<file path="src/ftrb_pkg.sv">
// Shared types and constants for the framed transmit ring buffer.
// Depends on nothing; ftrb_front, ftrb_back, the top, the checker and the testbench import it.
package ftrb_pkg;

  localparam int OP_W   = 2;
  localparam int FLEN_W = 9;
  localparam int BYTE_W = 8;

  localparam int QUEUE_BYTES_DEF = 256;
  localparam int CHUNK_MAX_DEF   = 16;

  localparam logic [OP_W-1:0] OP_APPEND = 2'd0;
  localparam logic [OP_W-1:0] OP_DATA   = 2'd1;
  localparam logic [OP_W-1:0] OP_TXDONE = 2'd2;

  localparam logic RES_ANSWER = 1'b0;
  localparam logic RES_BYTE   = 1'b1;

  typedef enum logic [1:0] {
    CMD_APPEND = 2'd0,
    CMD_DATA   = 2'd1,
    CMD_TXDONE = 2'd2
  } cmd_kind_t;

  typedef struct packed {
    cmd_kind_t         kind;
    logic [FLEN_W-1:0] flen;
    logic [BYTE_W-1:0] dbyte;
  } cmd_t;

  typedef struct packed {
    logic              kind;
    logic              accepted;
    logic [BYTE_W-1:0] tx_byte;
    logic              last;
  } res_t;

endpackage

</file>
<file path="src/ftrb_ram.sv">
// Generic single-write, single-read RAM with a registered read port.
// Depends on nothing.
module ftrb_ram #(
  parameter int WIDTH = 8,
  parameter int DEPTH = 256
) (
  input  logic                     clk,
  input  logic                     wr_en,
  input  logic [$clog2(DEPTH)-1:0] wr_addr,
  input  logic [WIDTH-1:0]         wr_data,
  input  logic                     rd_en,
  input  logic [$clog2(DEPTH)-1:0] rd_addr,
  output logic [WIDTH-1:0]         rd_data
);

  logic [WIDTH-1:0] mem_r [DEPTH];

  always_ff @(posedge clk) begin
    if (wr_en) begin
      mem_r[wr_addr] <= wr_data;
    end
    if (rd_en) begin
      rd_data <= mem_r[rd_addr];
    end
  end

endmodule

</file>
<file path="src/ftrb_fifo.sv">
// Small register queue used for the command queue and the result queue.
// Depends on nothing.
module ftrb_fifo #(
  parameter int WIDTH = 8,
  parameter int DEPTH = 2
) (
  input  logic             clk,
  input  logic             rst_n,
  input  logic             wr,
  input  logic [WIDTH-1:0] wr_data,
  output logic             full,
  input  logic             rd,
  output logic [WIDTH-1:0] rd_data,
  output logic             empty
);

  localparam int PW = (DEPTH > 1) ? $clog2(DEPTH) : 1;
  localparam int NW = $clog2(DEPTH + 1);
  localparam logic [PW-1:0] LAST_PTR = PW'(DEPTH - 1);
  localparam logic [NW-1:0] CNT_FULL = NW'(DEPTH);

  logic [WIDTH-1:0] mem_r [DEPTH];
  logic [PW-1:0]    wp_r, wp_nxt, rp_r, rp_nxt;
  logic [NW-1:0]    cnt_r, cnt_nxt;
  logic             wr_fire, rd_fire;

  assign full    = (cnt_r == CNT_FULL);
  assign empty   = (cnt_r == '0);
  assign rd_data = mem_r[rp_r];
  assign wr_fire = wr && !full;
  assign rd_fire = rd && !empty;

  always_comb begin
    wp_nxt  = wp_r;
    rp_nxt  = rp_r;
    cnt_nxt = cnt_r;
    if (wr_fire) begin
      wp_nxt = (wp_r == LAST_PTR) ? '0 : wp_r + PW'(1);
    end
    if (rd_fire) begin
      rp_nxt = (rp_r == LAST_PTR) ? '0 : rp_r + PW'(1);
    end
    if (wr_fire && !rd_fire) begin
      cnt_nxt = cnt_r + NW'(1);
    end else if (rd_fire && !wr_fire) begin
      cnt_nxt = cnt_r - NW'(1);
    end
  end

  always_ff @(posedge clk) begin
    if (!rst_n) begin
      wp_r  <= '0;
      rp_r  <= '0;
      cnt_r <= '0;
    end else begin
      wp_r  <= wp_nxt;
      rp_r  <= rp_nxt;
      cnt_r <= cnt_nxt;
    end
  end

  always_ff @(posedge clk) begin
    if (wr_fire) begin
      mem_r[wp_r] <= wr_data;
    end
  end

endmodule

</file>
<file path="src/ftrb_front.sv">
// Front end: takes input words, decodes the operation and queues commands.
// Depends on ftrb_pkg.
module ftrb_front (
  input  logic                       push,
  output logic                       full,
  input  logic [ftrb_pkg::OP_W-1:0]   in_operation,
  input  logic [ftrb_pkg::FLEN_W-1:0] in_frame_length,
  input  logic [ftrb_pkg::BYTE_W-1:0] in_data_byte,
  input  logic                       cmd_full,
  output logic                       cmd_wr,
  output ftrb_pkg::cmd_t             cmd
);
  import ftrb_pkg::*;

  logic known;

  assign full = cmd_full;

  always_comb begin
    known      = 1'b1;
    cmd.kind   = CMD_APPEND;
    cmd.flen   = in_frame_length;
    cmd.dbyte  = in_data_byte;
    unique case (in_operation)
      OP_APPEND: cmd.kind = CMD_APPEND;
      OP_DATA:   cmd.kind = CMD_DATA;
      OP_TXDONE: cmd.kind = CMD_TXDONE;
      default:   known = 1'b0;
    endcase
  end

  // Unused operation codes are accepted and dropped here.
  assign cmd_wr = push && !cmd_full && known;

endmodule

</file>
<file path="src/ftrb_back.sv">
// Back end: pointer bookkeeping, byte store and chunk emission.
// Depends on ftrb_pkg and ftrb_ram.
module ftrb_back #(
  parameter int QUEUE_BYTES = ftrb_pkg::QUEUE_BYTES_DEF,
  parameter int CHUNK_MAX   = ftrb_pkg::CHUNK_MAX_DEF
) (
  input  logic           clk,
  input  logic           rst_n,
  input  logic           cmd_valid,
  input  ftrb_pkg::cmd_t cmd,
  output logic           cmd_pop,
  input  logic           res_full,
  output logic           res_push,
  output ftrb_pkg::res_t res
);
  import ftrb_pkg::*;

  localparam int AW = $clog2(QUEUE_BYTES);
  localparam int CW = $clog2(CHUNK_MAX + 1);
  localparam int LW = ((AW > FLEN_W) ? AW : FLEN_W) + 1;
  localparam logic [LW-1:0] QB  = LW'(QUEUE_BYTES);
  localparam logic [LW-1:0] CM  = LW'(CHUNK_MAX);
  localparam logic [LW-1:0] ONE = LW'(1);

  typedef enum logic [4:0] {
    S_IDLE = 5'b00001,
    S_ADV  = 5'b00010,
    S_CALC = 5'b00100,
    S_RD   = 5'b01000,
    S_WR   = 5'b10000
  } state_t;

  state_t            state_r, state_nxt;
  logic [AW-1:0]     wp_r, wp_nxt, rp_r, rp_nxt, ea_r, ea_nxt;
  logic [CW-1:0]     infl_r, infl_nxt, k_r, k_nxt;
  logic [FLEN_W-1:0] pend_r, pend_nxt, total_r, total_nxt;
  logic              facc_r, facc_nxt;

  logic              ram_we, ram_re;
  logic [AW-1:0]     ram_waddr;
  logic [BYTE_W-1:0] ram_rdata;
  logic [LW-1:0]     free_s, len_s;
  logic              fits, now_empty, last_byte;
  logic [FLEN_W-1:0] offset;

  function automatic logic [AW-1:0] wrap_f(input logic [LW-1:0] s);
    logic [LW-1:0] r;
    r = (s >= QB) ? s - QB : s;
    return r[AW-1:0];
  endfunction

  function automatic logic [CW-1:0] clamp_f(input logic [LW-1:0] n);
    logic [LW-1:0] r;
    r = (n > CM) ? CM : n;
    return r[CW-1:0];
  endfunction

  ftrb_ram #(.WIDTH(BYTE_W), .DEPTH(QUEUE_BYTES)) u_store (
    .clk     (clk),
    .wr_en   (ram_we),
    .wr_addr (ram_waddr),
    .wr_data (cmd.dbyte),
    .rd_en   (ram_re),
    .rd_addr (ea_r),
    .rd_data (ram_rdata)
  );

  // One slot always stays empty, so equal pointers mean an empty queue.
  assign free_s = (rp_r > wp_r) ? LW'(rp_r) - LW'(wp_r) - ONE
                                : QB + LW'(rp_r) - LW'(wp_r) - ONE;
  assign fits      = LW'(cmd.flen) <= free_s;
  assign now_empty = (rp_r == wp_r);
  assign offset    = total_r - pend_r;
  assign ram_waddr = wrap_f(LW'(wp_r) + LW'(offset));
  assign len_s     = (rp_r == wp_r) ? '0
                   : (rp_r > wp_r)  ? QB - LW'(rp_r)
                   :                  LW'(wp_r) - LW'(rp_r);
  assign last_byte = ((CW+1)'(k_r) + (CW+1)'(1)) == (CW+1)'(infl_r);

  always_comb begin
    state_nxt = state_r;
    wp_nxt    = wp_r;
    rp_nxt    = rp_r;
    ea_nxt    = ea_r;
    infl_nxt  = infl_r;
    k_nxt     = k_r;
    pend_nxt  = pend_r;
    total_nxt = total_r;
    facc_nxt  = facc_r;
    cmd_pop   = 1'b0;
    ram_we    = 1'b0;
    ram_re    = 1'b0;
    res_push  = 1'b0;
    res       = '{kind: RES_ANSWER, accepted: 1'b0, tx_byte: '0, last: 1'b1};
    unique case (state_r)
      S_IDLE: begin
        if (cmd_valid) begin
          unique case (cmd.kind)
            CMD_APPEND: begin
              if (!res_full) begin
                cmd_pop      = 1'b1;
                res_push     = 1'b1;
                res.accepted = fits;
                total_nxt    = fits ? cmd.flen : '0;
                pend_nxt     = fits ? cmd.flen : '0;
                facc_nxt     = fits && (cmd.flen != '0);
              end
            end
            CMD_DATA: begin
              cmd_pop = 1'b1;
              if (facc_r && pend_r != '0) begin
                ram_we   = 1'b1;
                pend_nxt = pend_r - FLEN_W'(1);
                if (pend_r == FLEN_W'(1)) begin
                  facc_nxt = 1'b0;
                  wp_nxt   = wrap_f(LW'(wp_r) + LW'(total_r));
                  if (now_empty) begin
                    infl_nxt  = clamp_f(LW'(total_r));
                    ea_nxt    = rp_r;
                    k_nxt     = '0;
                    state_nxt = S_RD;
                  end
                end
              end
            end
            CMD_TXDONE: begin
              cmd_pop   = 1'b1;
              state_nxt = S_ADV;
            end
            default: cmd_pop = 1'b1;
          endcase
        end
      end
      S_ADV: begin
        rp_nxt    = wrap_f(LW'(rp_r) + LW'(infl_r));
        state_nxt = S_CALC;
      end
      S_CALC: begin
        infl_nxt  = clamp_f(len_s);
        ea_nxt    = rp_r;
        k_nxt     = '0;
        state_nxt = (len_s == '0) ? S_IDLE : S_RD;
      end
      S_RD: begin
        ram_re    = 1'b1;
        state_nxt = S_WR;
      end
      S_WR: begin
        if (!res_full) begin
          res_push    = 1'b1;
          res.kind    = RES_BYTE;
          res.tx_byte = ram_rdata;
          res.last    = last_byte;
          if (last_byte) begin
            state_nxt = S_IDLE;
          end else begin
            ea_nxt    = wrap_f(LW'(ea_r) + ONE);
            k_nxt     = k_r + CW'(1);
            state_nxt = S_RD;
          end
        end
      end
      default: state_nxt = S_IDLE;
    endcase
  end

  always_ff @(posedge clk) begin
    if (!rst_n) begin
      state_r <= S_IDLE;
      wp_r    <= '0;
      rp_r    <= '0;
      infl_r  <= '0;
      pend_r  <= '0;
      total_r <= '0;
      facc_r  <= 1'b0;
    end else begin
      state_r <= state_nxt;
      wp_r    <= wp_nxt;
      rp_r    <= rp_nxt;
      infl_r  <= infl_nxt;
      pend_r  <= pend_nxt;
      total_r <= total_nxt;
      facc_r  <= facc_nxt;
    end
  end

  always_ff @(posedge clk) begin
    ea_r <= ea_nxt;
    k_r  <= k_nxt;
  end

endmodule

</file>
<file path="src/framed_tx_ring_buffer_core.sv">
// Top level of the framed transmit ring buffer.
// Depends on ftrb_pkg, ftrb_front, ftrb_fifo and ftrb_back.
//
//   channel  | handshake        | payload
//   ---------+------------------+------------------------------------------------
//   input    | push / full      | in_operation, in_frame_length, in_data_byte
//   result   | empty / pop      | out_result_kind, out_accepted, out_tx_byte, out_last
//
// A word enters a two-entry command queue; in its idle state the back end takes
// an append start or a data byte, and a transmit done passes through the advance
// and recalculate states; each byte sent takes a store read, then a result write,
// set by the single read port of the byte store. Results wait in a two-entry queue.
// Reset is synchronous and needs no clearing pass. full rises while two
// commands wait; results that are not popped stall appends and byte output in
// the back end, and the input once the command queue has filled.
module framed_tx_ring_buffer_core #(
  parameter int QUEUE_BYTES = ftrb_pkg::QUEUE_BYTES_DEF,
  parameter int CHUNK_MAX   = ftrb_pkg::CHUNK_MAX_DEF
) (
  input  logic                       clk,
  input  logic                       rst_n,
  input  logic                       push,
  output logic                       full,
  input  logic [ftrb_pkg::OP_W-1:0]   in_operation,
  input  logic [ftrb_pkg::FLEN_W-1:0] in_frame_length,
  input  logic [ftrb_pkg::BYTE_W-1:0] in_data_byte,
  output logic                       empty,
  input  logic                       pop,
  output logic                       out_result_kind,
  output logic                       out_accepted,
  output logic [ftrb_pkg::BYTE_W-1:0] out_tx_byte,
  output logic                       out_last
);
  import ftrb_pkg::*;

  cmd_t                cmd_in, cmd_out;
  res_t                res_in, res_out;
  logic                cmd_wr, cmd_full, cmd_empty, cmd_pop;
  logic                res_push, res_full;
  logic [$bits(cmd_t)-1:0] cmd_vec;
  logic [$bits(res_t)-1:0] res_vec;

  ftrb_front u_front (
    .push            (push),
    .full            (full),
    .in_operation    (in_operation),
    .in_frame_length (in_frame_length),
    .in_data_byte    (in_data_byte),
    .cmd_full        (cmd_full),
    .cmd_wr          (cmd_wr),
    .cmd             (cmd_in)
  );

  ftrb_fifo #(.WIDTH($bits(cmd_t)), .DEPTH(2)) u_cmd_q (
    .clk     (clk),
    .rst_n   (rst_n),
    .wr      (cmd_wr),
    .wr_data (cmd_in),
    .full    (cmd_full),
    .rd      (cmd_pop),
    .rd_data (cmd_vec),
    .empty   (cmd_empty)
  );

  assign cmd_out = cmd_t'(cmd_vec);

  ftrb_back #(.QUEUE_BYTES(QUEUE_BYTES), .CHUNK_MAX(CHUNK_MAX)) u_back (
    .clk       (clk),
    .rst_n     (rst_n),
    .cmd_valid (!cmd_empty),
    .cmd       (cmd_out),
    .cmd_pop   (cmd_pop),
    .res_full  (res_full),
    .res_push  (res_push),
    .res       (res_in)
  );

  ftrb_fifo #(.WIDTH($bits(res_t)), .DEPTH(2)) u_res_q (
    .clk     (clk),
    .rst_n   (rst_n),
    .wr      (res_push),
    .wr_data (res_in),
    .full    (res_full),
    .rd      (pop),
    .rd_data (res_vec),
    .empty   (empty)
  );

  assign res_out         = res_t'(res_vec);
  assign out_result_kind = res_out.kind;
  assign out_accepted    = res_out.accepted;
  assign out_tx_byte     = res_out.tx_byte;
  assign out_last        = res_out.last;

endmodule

</file>
<file path="config.mk">
export PLATFORM = sky130hd
export DESIGN_NAME = framed_tx_ring_buffer_core
export DESIGN_NICKNAME = d
export VERILOG_FILES = /design/src/ftrb_pkg.sv /design/src/ftrb_ram.sv /design/src/ftrb_fifo.sv /design/src/ftrb_front.sv /design/src/ftrb_back.sv /design/src/framed_tx_ring_buffer_core.sv
export SDC_FILE = /design/constraint.sdc
export NUM_CORES = 2
export LEC_CHECK = 0
export BUFFER_PORTS_ARGS = -buffer_cell sky130_fd_sc_hd__buf_2
export CORE_MARGIN = 3
export CORE_UTILIZATION = 55
export CTS_BUF_LIST = sky130_fd_sc_hd__clkbuf_16
export CTS_CLUSTER_DIAMETER = 40
export DETAILED_ROUTE_END_ITERATION = 6
export PLACE_DENSITY = 0.83
export SLEW_MARGIN = 25
export SYNTH_ARGS = -nofsm -noshare
export SYNTH_HDL_FRONTEND = slang
export SYNTH_SLANG_ARGS = --single-unit
</file>
<file path="constraint.sdc">
create_clock -name clk -period 3.7 [get_ports clk]
set_input_delay 0.555 -clock clk [delete_from_list [all_inputs] [get_ports clk]]
set_output_delay 0.555 -clock clk [all_outputs]
set_load 0.05 [all_outputs]
</file>
### Word level (Yosys, flattened, before mapping)

Memory sizes are Yosys's and may differ from the RTL's. A register that Yosys moved wholly into a read port is not among the register bits.
Cells that the tools add are included.

* flip-flop bits (word level): 66
* memory bits (writable): 2108
* input bits: 23
* output and inout bits: 13
* word-level logic and storage cells: 210
* memories kept: 3

Memory list
* u_back.u_store.mem_r: depth 256, width 8, read ports 1, clocked after Yosys merged registers in 1, write ports 1, RTL line ftrb_ram.sv:16 `logic [WIDTH-1:0] mem_r [DEPTH];`
* u_cmd_q.mem_r: depth 2, width 19, read ports 1, clocked after Yosys merged registers in 1, write ports 1, RTL line ftrb_fifo.sv:22 `logic [WIDTH-1:0] mem_r [DEPTH];`
* u_res_q.mem_r: depth 2, width 11, read ports 1, clocked after Yosys merged registers in 1, write ports 1, RTL line ftrb_fifo.sv:22

* $add $sub $neg: 27
* magnitude comparators: 8
* eq/ne operators: 28
* muxes and demuxes: 87
* bitwise logic cells: 2
* reductions and logical operators: 40

Operator list (count)
* 5-bit two-way mux: 19
* 8-bit two-way mux: 11
* 9-bit two-way mux: 5
* 1-bit two-way mux: 34
* 8-bit by 1-bit subtractor with 8-bit output, second input constant: 4
* 10-bit two-way mux: 3
* 5-bit one-hot mux with 5 select lines: 1
* 8-bit one-hot mux with 3 select lines: 1
* 8-bit by 9-bit adder with 10-bit output: 2
* 10-bit by 9-bit greater-or-equal comparator with 1-bit output, second input constant: 2
* 5-bit one-hot mux with 2 select lines: 2
* 10-bit by 1-bit subtractor with 10-bit output, second input constant: 2
* 9-bit greater-or-equal comparator, second input constant: 2
* 9-bit one-hot mux with 2 select lines: 1
* 6-bit AND reduction: 3
* 9-bit nonzero test: 2
* 8-bit by 8-bit subtractor with 9-bit output: 2
* 5-bit one-hot mux with 3 select lines: 1
* 1-bit logical AND: 12
* 9-bit by 8-bit adder with 10-bit output, first input constant: 1
* 10-bit by 5-bit greater-than comparator with 1-bit output, second input constant: 1
* 9-bit by 10-bit <= comparator with 1-bit output: 1
* 10-bit zero test: 1
* 2-bit by 1-bit != test with 1-bit output, second input constant: 5
* 39 further kinds: 74

### Depth between registers and ports, before layout

* depth after elaboration: 10
* mapped depth: 21
* mapped depth without buffers: 19

### Cells and area by module

From an unflattened synthesis, not the netlist that was laid out.

* cells, all modules: 4576
* area total of the unflattened synthesis: 87831.7 um^2

By module, submodules not included
* ftrb_ram: times used 1, cells an instance 3733, area an instance 79636.4 um^2, sequential area each 61739.2 um^2
* ftrb_back: times used 1, cells an instance 677, area an instance 5400.2 um^2, sequential area each 1291.2 um^2
* ftrb_fifo at u_cmd_q: times used 1, cells an instance 84, area an instance 1601.5 um^2, sequential area each 1241.2 um^2
* ftrb_fifo at u_res_q: times used 1, cells an instance 59, area an instance 1023.5 um^2, sequential area each 760.7 um^2
* ftrb_front: times used 1, cells an instance 22, area an instance 166.4 um^2, sequential area each 0.0 um^2
* framed_tx_ring_buffer_core: times used 1, cells an instance 1, area an instance 3.8 um^2, sequential area each 0.0 um^2

### Worst setup path after synthesis

No wires, ideal clock.

* kind: register -> register
* start point: register u_back.rp_r[0]
* end point: register u_back.pend_r[0]
* arrival time: 3966 ps
* setup slack: -380 ps
* stages on the path, launching flop included: 21
* period minus slack after synthesis: 4080 ps
* cell sequence: dfxtp_1 inv_1 ha_1 fa_1 nor2b_1 o21ai_2 nand2b_2 xor2_1 or3_4 nor3_1 mux2i_1 o221ai_1 xnor2_1 ha_1 nand4_1 nor2_1 a221oi_1 o211ai_2 buf_6 and4b_1 o21a_1

* word-level cells in the longest chain between the ends: 8
* elaborated cells on any way between the ends: 11

Ends and longest elaborated chain
* from (decl): RTL line ftrb_back.sv:34 `logic [AW-1:0] wp_r, wp_nxt, rp_r, rp_nxt, ea_r, ea_nxt;`
* from (signal assigned): RTL line ftrb_back.sv:179 `rp_r <= rp_nxt;`
* 9-bit by 8-bit adder with 10-bit output: RTL line ftrb_back.sv:70 `: QB + LW'(rp_r) - LW'(wp_r) - ONE;`
* 10-bit by 8-bit subtractor with 10-bit output: RTL line ftrb_back.sv:70
* 10-bit by 1-bit subtractor with 10-bit output: RTL line ftrb_back.sv:70
* 10-bit two-way mux *: RTL line ftrb_back.sv:69 `assign free_s = (rp_r > wp_r) ? LW'(rp_r) - LW'(wp_r) - ONE`
* 9-bit by 10-bit <= comparator with 1-bit output *: RTL line ftrb_back.sv:71 `assign fits = LW'(cmd.flen) <= free_s;`
* 9-bit two-way mux *: RTL line ftrb_back.sv:105 `pend_nxt = fits ? cmd.flen : '0;`
* 9-bit two-way mux *: RTL line ftrb_back.sv:100 `if (!res_full) begin`
* 9-bit one-hot mux with 2 select lines *: RTL line ftrb_back.sv:98 `unique case (cmd.kind)`
* to (signal assigned): RTL line ftrb_back.sv:181 `pend_r <= pend_nxt;`
* to (decl): RTL line ftrb_back.sv:36 `logic [FLEN_W-1:0] pend_r, pend_nxt, total_r, total_nxt;`

Mark *: on every way between the ends. The rest lies on a longest branch, timed or not. The select of a mux whose other input is x is not followed.
A chain may end at the register's enable or synchronous reset.

==> impl_metrics.csv <==
group,metric,value,unit
run_status,status,"finished, violations left",
run_status,failed_checks,"negative setup slack",
sta,timing.final.crit_share,114.6,%
sta,min_period,4.240,ns
power,ir_drop,0.0007539,V
setup_path,critical_path_peak_fanout,35,
clock_network,clk_pin_slew_worst_paths,0.06,ns
global_routing,wire_length_of_the_first_global_routing_pass,361600,µm
floorplan,die_height,406.5,µm
routing,drt_pass1_iterations,7,
setup_path,setup.worst_path.end_class,"flop",
final_layout,nNetsFinal,5569,
placed_design,i_o_buffers,35,
sta,max_slew.worst_pin.slew,1.075,ns
global_routing,grt_start_max_net_pins,152,
sta,timing.slew.headroom,28.36,%
power,switch_pwr,18.47,mW
placed_design,placedCellCount,7262,
routing,route.detailed.drc,0,
sta,report.final.setup_viol,2025,
clock_network,tritoncts,"done",
logic_synthesis,synth_enable_flop_cells,2129,
logic_synthesis,post_synth_inst_count,4913,
final_layout,post_route_cells_drive_above_1_share,27.09,%
logic_synthesis,syn-num-nets,5003,
routing,post_drt_via_cell_ratio,6.911,
min_path,worst_min_delay_path_startpoint,"push",
sta,tns,-273.61,ns
clock_network,h-tree-depth,4,
power,p_int,45.87,mW
routing,postRouteAntennaNets,0,
global_routing,first_global_vias,52870,
floorplan,die_x,406.5,µm
final_layout,syn2layout_area_growth,18.53,%
floorplan,top_level_ports,36,
clock_network,numClockSinks,2184,
setup_path,timing.critical_path.arrival,4.97,ns
routing,first_iter_violations,8209,
clock_network,clockRootBuffer,"sky130_fd_sc_hd__clkbuf_16",
sta,setup_slack,-0.5399,ns
logic_synthesis,post-synth-top-count-cell,"sky130_fd_sc_hd__edfxtp_1",
routing,drt-total-wl,249400,µm
floorplan,std_cell_rows,146,
logic_synthesis,async_set_or_reset_flop_fraction_in_the_synthesized_netlist,0,%
setup_path,crit_path_start,"u_back.ea_r[2]$_DFFE_PP_",
sta,finClkSkew,0.04425,ns
sta,hold_viol,0,
floorplan,core_region_area,0.1589,mm²
logic_synthesis,postSynthRegisterBits,2184,
logic_synthesis,post_synthesis_cell_area,0.08824,mm²
logic_synthesis,yosys-top-cells-count,"sky130_fd_sc_hd__edfxtp_1, sky130_fd_sc_hd__mux2i_1, sky130_fd_sc_hd__nor2_1",
clock_network,clk_latency,0.89,ns
power,power_density,615.2,mW/mm²
routing,via_count,53520,
sta,final-max-slew-violation-count,0,
power,power_switching_share,28.71,%
setup_path,worstSetupStartpointType,"flop",
power,p_comb_share,20.6,%
clock_network,ctsLongestPathBuffers,3,
routing,post_drt_wl_per_cell,32.19,µm
logic_synthesis,synth.yosys.warnings,0,
power,power.sequential.fraction,45.1,%
global_routing,grt_antenna_before_repair,7,
logic_synthesis,postSynthAreaPerCell,17.96,µm²
power,clock_power_share,34.4,%
floorplan,floorplan.die_area,0.1653,mm²
setup_path,critical_path_class,"reg2reg",
placed_design,dp.final_hpwl,139200,µm
flow_run,drv_cap,0,
sta,hold_ws,0.1872,ns
floorplan,start_util,55.52,%
power,p_total,64.35,mW
sta,maxClockFrequency,235.9,MHz
logic_synthesis,synth_top_cells_by_area,"sky130_fd_sc_hd__edfxtp_1, sky130_fd_sc_hd__mux4_2, sky130_fd_sc_hd__mux2i_1",
logic_synthesis,proportion_of_netlist_area_held_by_the_largest_area_contributor,72.45,%
sta,rsz_0062_raised_after_global_routing,"yes",
logic_synthesis,post-synth-top-area-cell,"sky130_fd_sc_hd__edfxtp_1",
logic_synthesis,synth_seq_area_share,73.70,%
min_path,hold_path_class,"in2reg",
logic_synthesis,synth.distinct_cells,68,
power,leakage,35.28,nW
global_routing,grt_util_all_layers,30.09,%
global_routing,overflow,0,
placed_design,place.gp.congestion,0.9521,
setup_path,critPathRequiredTime,4.43,ns
logic_synthesis,yosys_most_used_dff,"sky130_fd_sc_hd__edfxtp_1",
final_layout,fin_cells,7745,
clock_network,cts_inserted_buffers,219,
setup_path,r2r-start,"u_back.ea_r[2]$_DFFE_PP_",
==> area by class of cell <==
| type | count | area [µm²] |
|---|---|---|
| Clock inverter | 189 | 1642 |
| Fill cell | 9293 | 54340 |
| Multi-Input combinational cell | 2395 | 23180 |
| Timing Repair Buffer | 623 | 6355 |
| Inverter | 56 | 212.7 |
| Antenna cell | 4 | 10.01 |
| Tap cell | 2072 | 2592 |
| Sequential cell | 2184 | 65040 |
| Clock buffer | 222 | 5555 |
==> cell families (layout without fill, tap and decap cells) <==
group	Yosys count	after routing	synth area share, %
muxes	798	798	13.23
xor gates and xnor gates	80	80	0.7941
and+or+nand+nor	747	747	3.711
AOI/OAI and AO/OA	703	703	5.656
adders and majority gates	67	67	1.001
other	0	4	0
buffers and inverters	334	1090	1.904
DFF	2184	2184	73.70
==> layout by cell type, fill, tap and decap left out, drive strengths merged, types with 13 or more instances in the layout <==
| cell | count |
|---|---|
| a211oi | 62 |
| a21boi | 16 |
| a21o | 13 |
| a21oi | 103 |
| a22o | 15 |
| a31oi | 13 |
| and2 | 27 |
| and3 | 16 |
| buf | 604 |
| bufinv | 16 |
| clkbuf | 222 |
| clkinv | 111 |
| clkinvlp | 13 |
| dfxtp | 55 |
| dlygate4sd3 | 19 |
| edfxtp | 2129 |
| ha | 61 |
| inv | 105 |
| mux2 | 28 |
| mux2i | 478 |
| mux4 | 292 |
| nand2 | 210 |
| nand3 | 32 |
| nor2 | 332 |
| nor2b | 22 |
| nor3 | 32 |
| nor4 | 30 |
| o21ai | 86 |
| o221ai | 226 |
| o22ai | 118 |
| xnor2 | 57 |
| xor2 | 23 |
==> what timing repair did <==
item,4_1_cts,5_1_grt
hold buffers,19,0
hold endpoints to repair,38,0
gates cloned,9,0
endpoints found under the setup margin,2069,2076
resized for setup,328,77
pin swaps,96,38
setup buffers,35,20
==> per-stage QoR <==
| step | utilization, % | cell area, µm² | setup slack (ns) |
|---|---|---|---|
| final | 65.81 | 104600 | -0.5399 |
| after global routing | 65.80 | 104600 | -0.3996 |
| after CTS | 65.55 | 104200 | -0.2633 |
| after detailed placement | 59.75 | 94960 | -0.5951 |
| after global placement | 59.75 | 94960 | -0.5509 |
| after floorplan | - | 88610 | -0.08919 |
==> critical path: stages, from the launching register on <==
cell and delay, ns:
sky130_fd_sc_hd__edfxtp_1 0.71, sky130_fd_sc_hd__nand2b_4 0.39, sky130_fd_sc_hd__buf_12 0.32, sky130_fd_sc_hd__o221ai_1 0.52
sky130_fd_sc_hd__o22ai_1 0.25, sky130_fd_sc_hd__a211oi_1 0.64, sky130_fd_sc_hd__nor3_1 0.32, sky130_fd_sc_hd__buf_4 0.23
sky130_fd_sc_hd__nor4_1 0.45, sky130_fd_sc_hd__buf_4 0.23
==> path summary, 6_finish.rpt <==
path	slack, ns	cells past startpoint	to
hold reg to reg	0.48	2	u_back.pend_r[8]$_SDFFE_PN0P_
setup reg to reg	-0.54	9	u_back.u_store.rd_data[5]$_DFFE_PP_
setup / recovery	-0.54	9	u_back.u_store.rd_data[5]$_DFFE_PP_
hold / removal	0.19	4	u_cmd_q.wp_r$_SDFFE_PN0P_
==> flip-flops by register name, indices dropped and copies added (netlist names), named ones only <==
| register | flops |
|---|---|
| u_back.infl_r | 5 |
| u_cmd_q.cnt_r | 2 |
| u_res_q.rp_r | 1 |
| u_res_q.cnt_r | 2 |
| u_res_q.wp_r | 1 |
| u_back.total_r | 9 |
| u_back.pend_r | 9 |
| u_back.u_store.mem_r | 2048 |
| u_back.state_r | 5 |
| u_back.rp_r | 8 |
| u_cmd_q.rp_r | 1 |
| u_back.k_r | 5 |
| u_res_q.mem_r | 22 |
| u_back.wp_r | 8 |
| u_cmd_q.wp_r | 1 |
| u_back.ea_r | 8 |
| u_back.facc_r | 1 |
| u_back.u_store.rd_data | 8 |
| u_cmd_q.mem_r | 38 |
==> power by group through the flow <==
stage / Clock [mW] / Sequential, mW / Combinational (mW)
5_1_grt: 23.1 / 29.0 / 13.5
4_1_cts: 22.0 / 29.0 / 12.2
6_report: 22.1 / 29.0 / 13.2
3_3_place_gp: 0 / 29.5 / 8.29
3_5_place_dp: 0 / 29.5 / 8.49
2_1_floorplan: 0 / 29.7 / 3.88
==> per-layer routing <==
layer  global-route usage, %  share of wire (%)
met5                       0              0.018
met2                   47.35                 47
met3                   7.924                 13
met4                   15.57                6.4
met1                   38.89                 33
(Power assumes the default switching activity.)
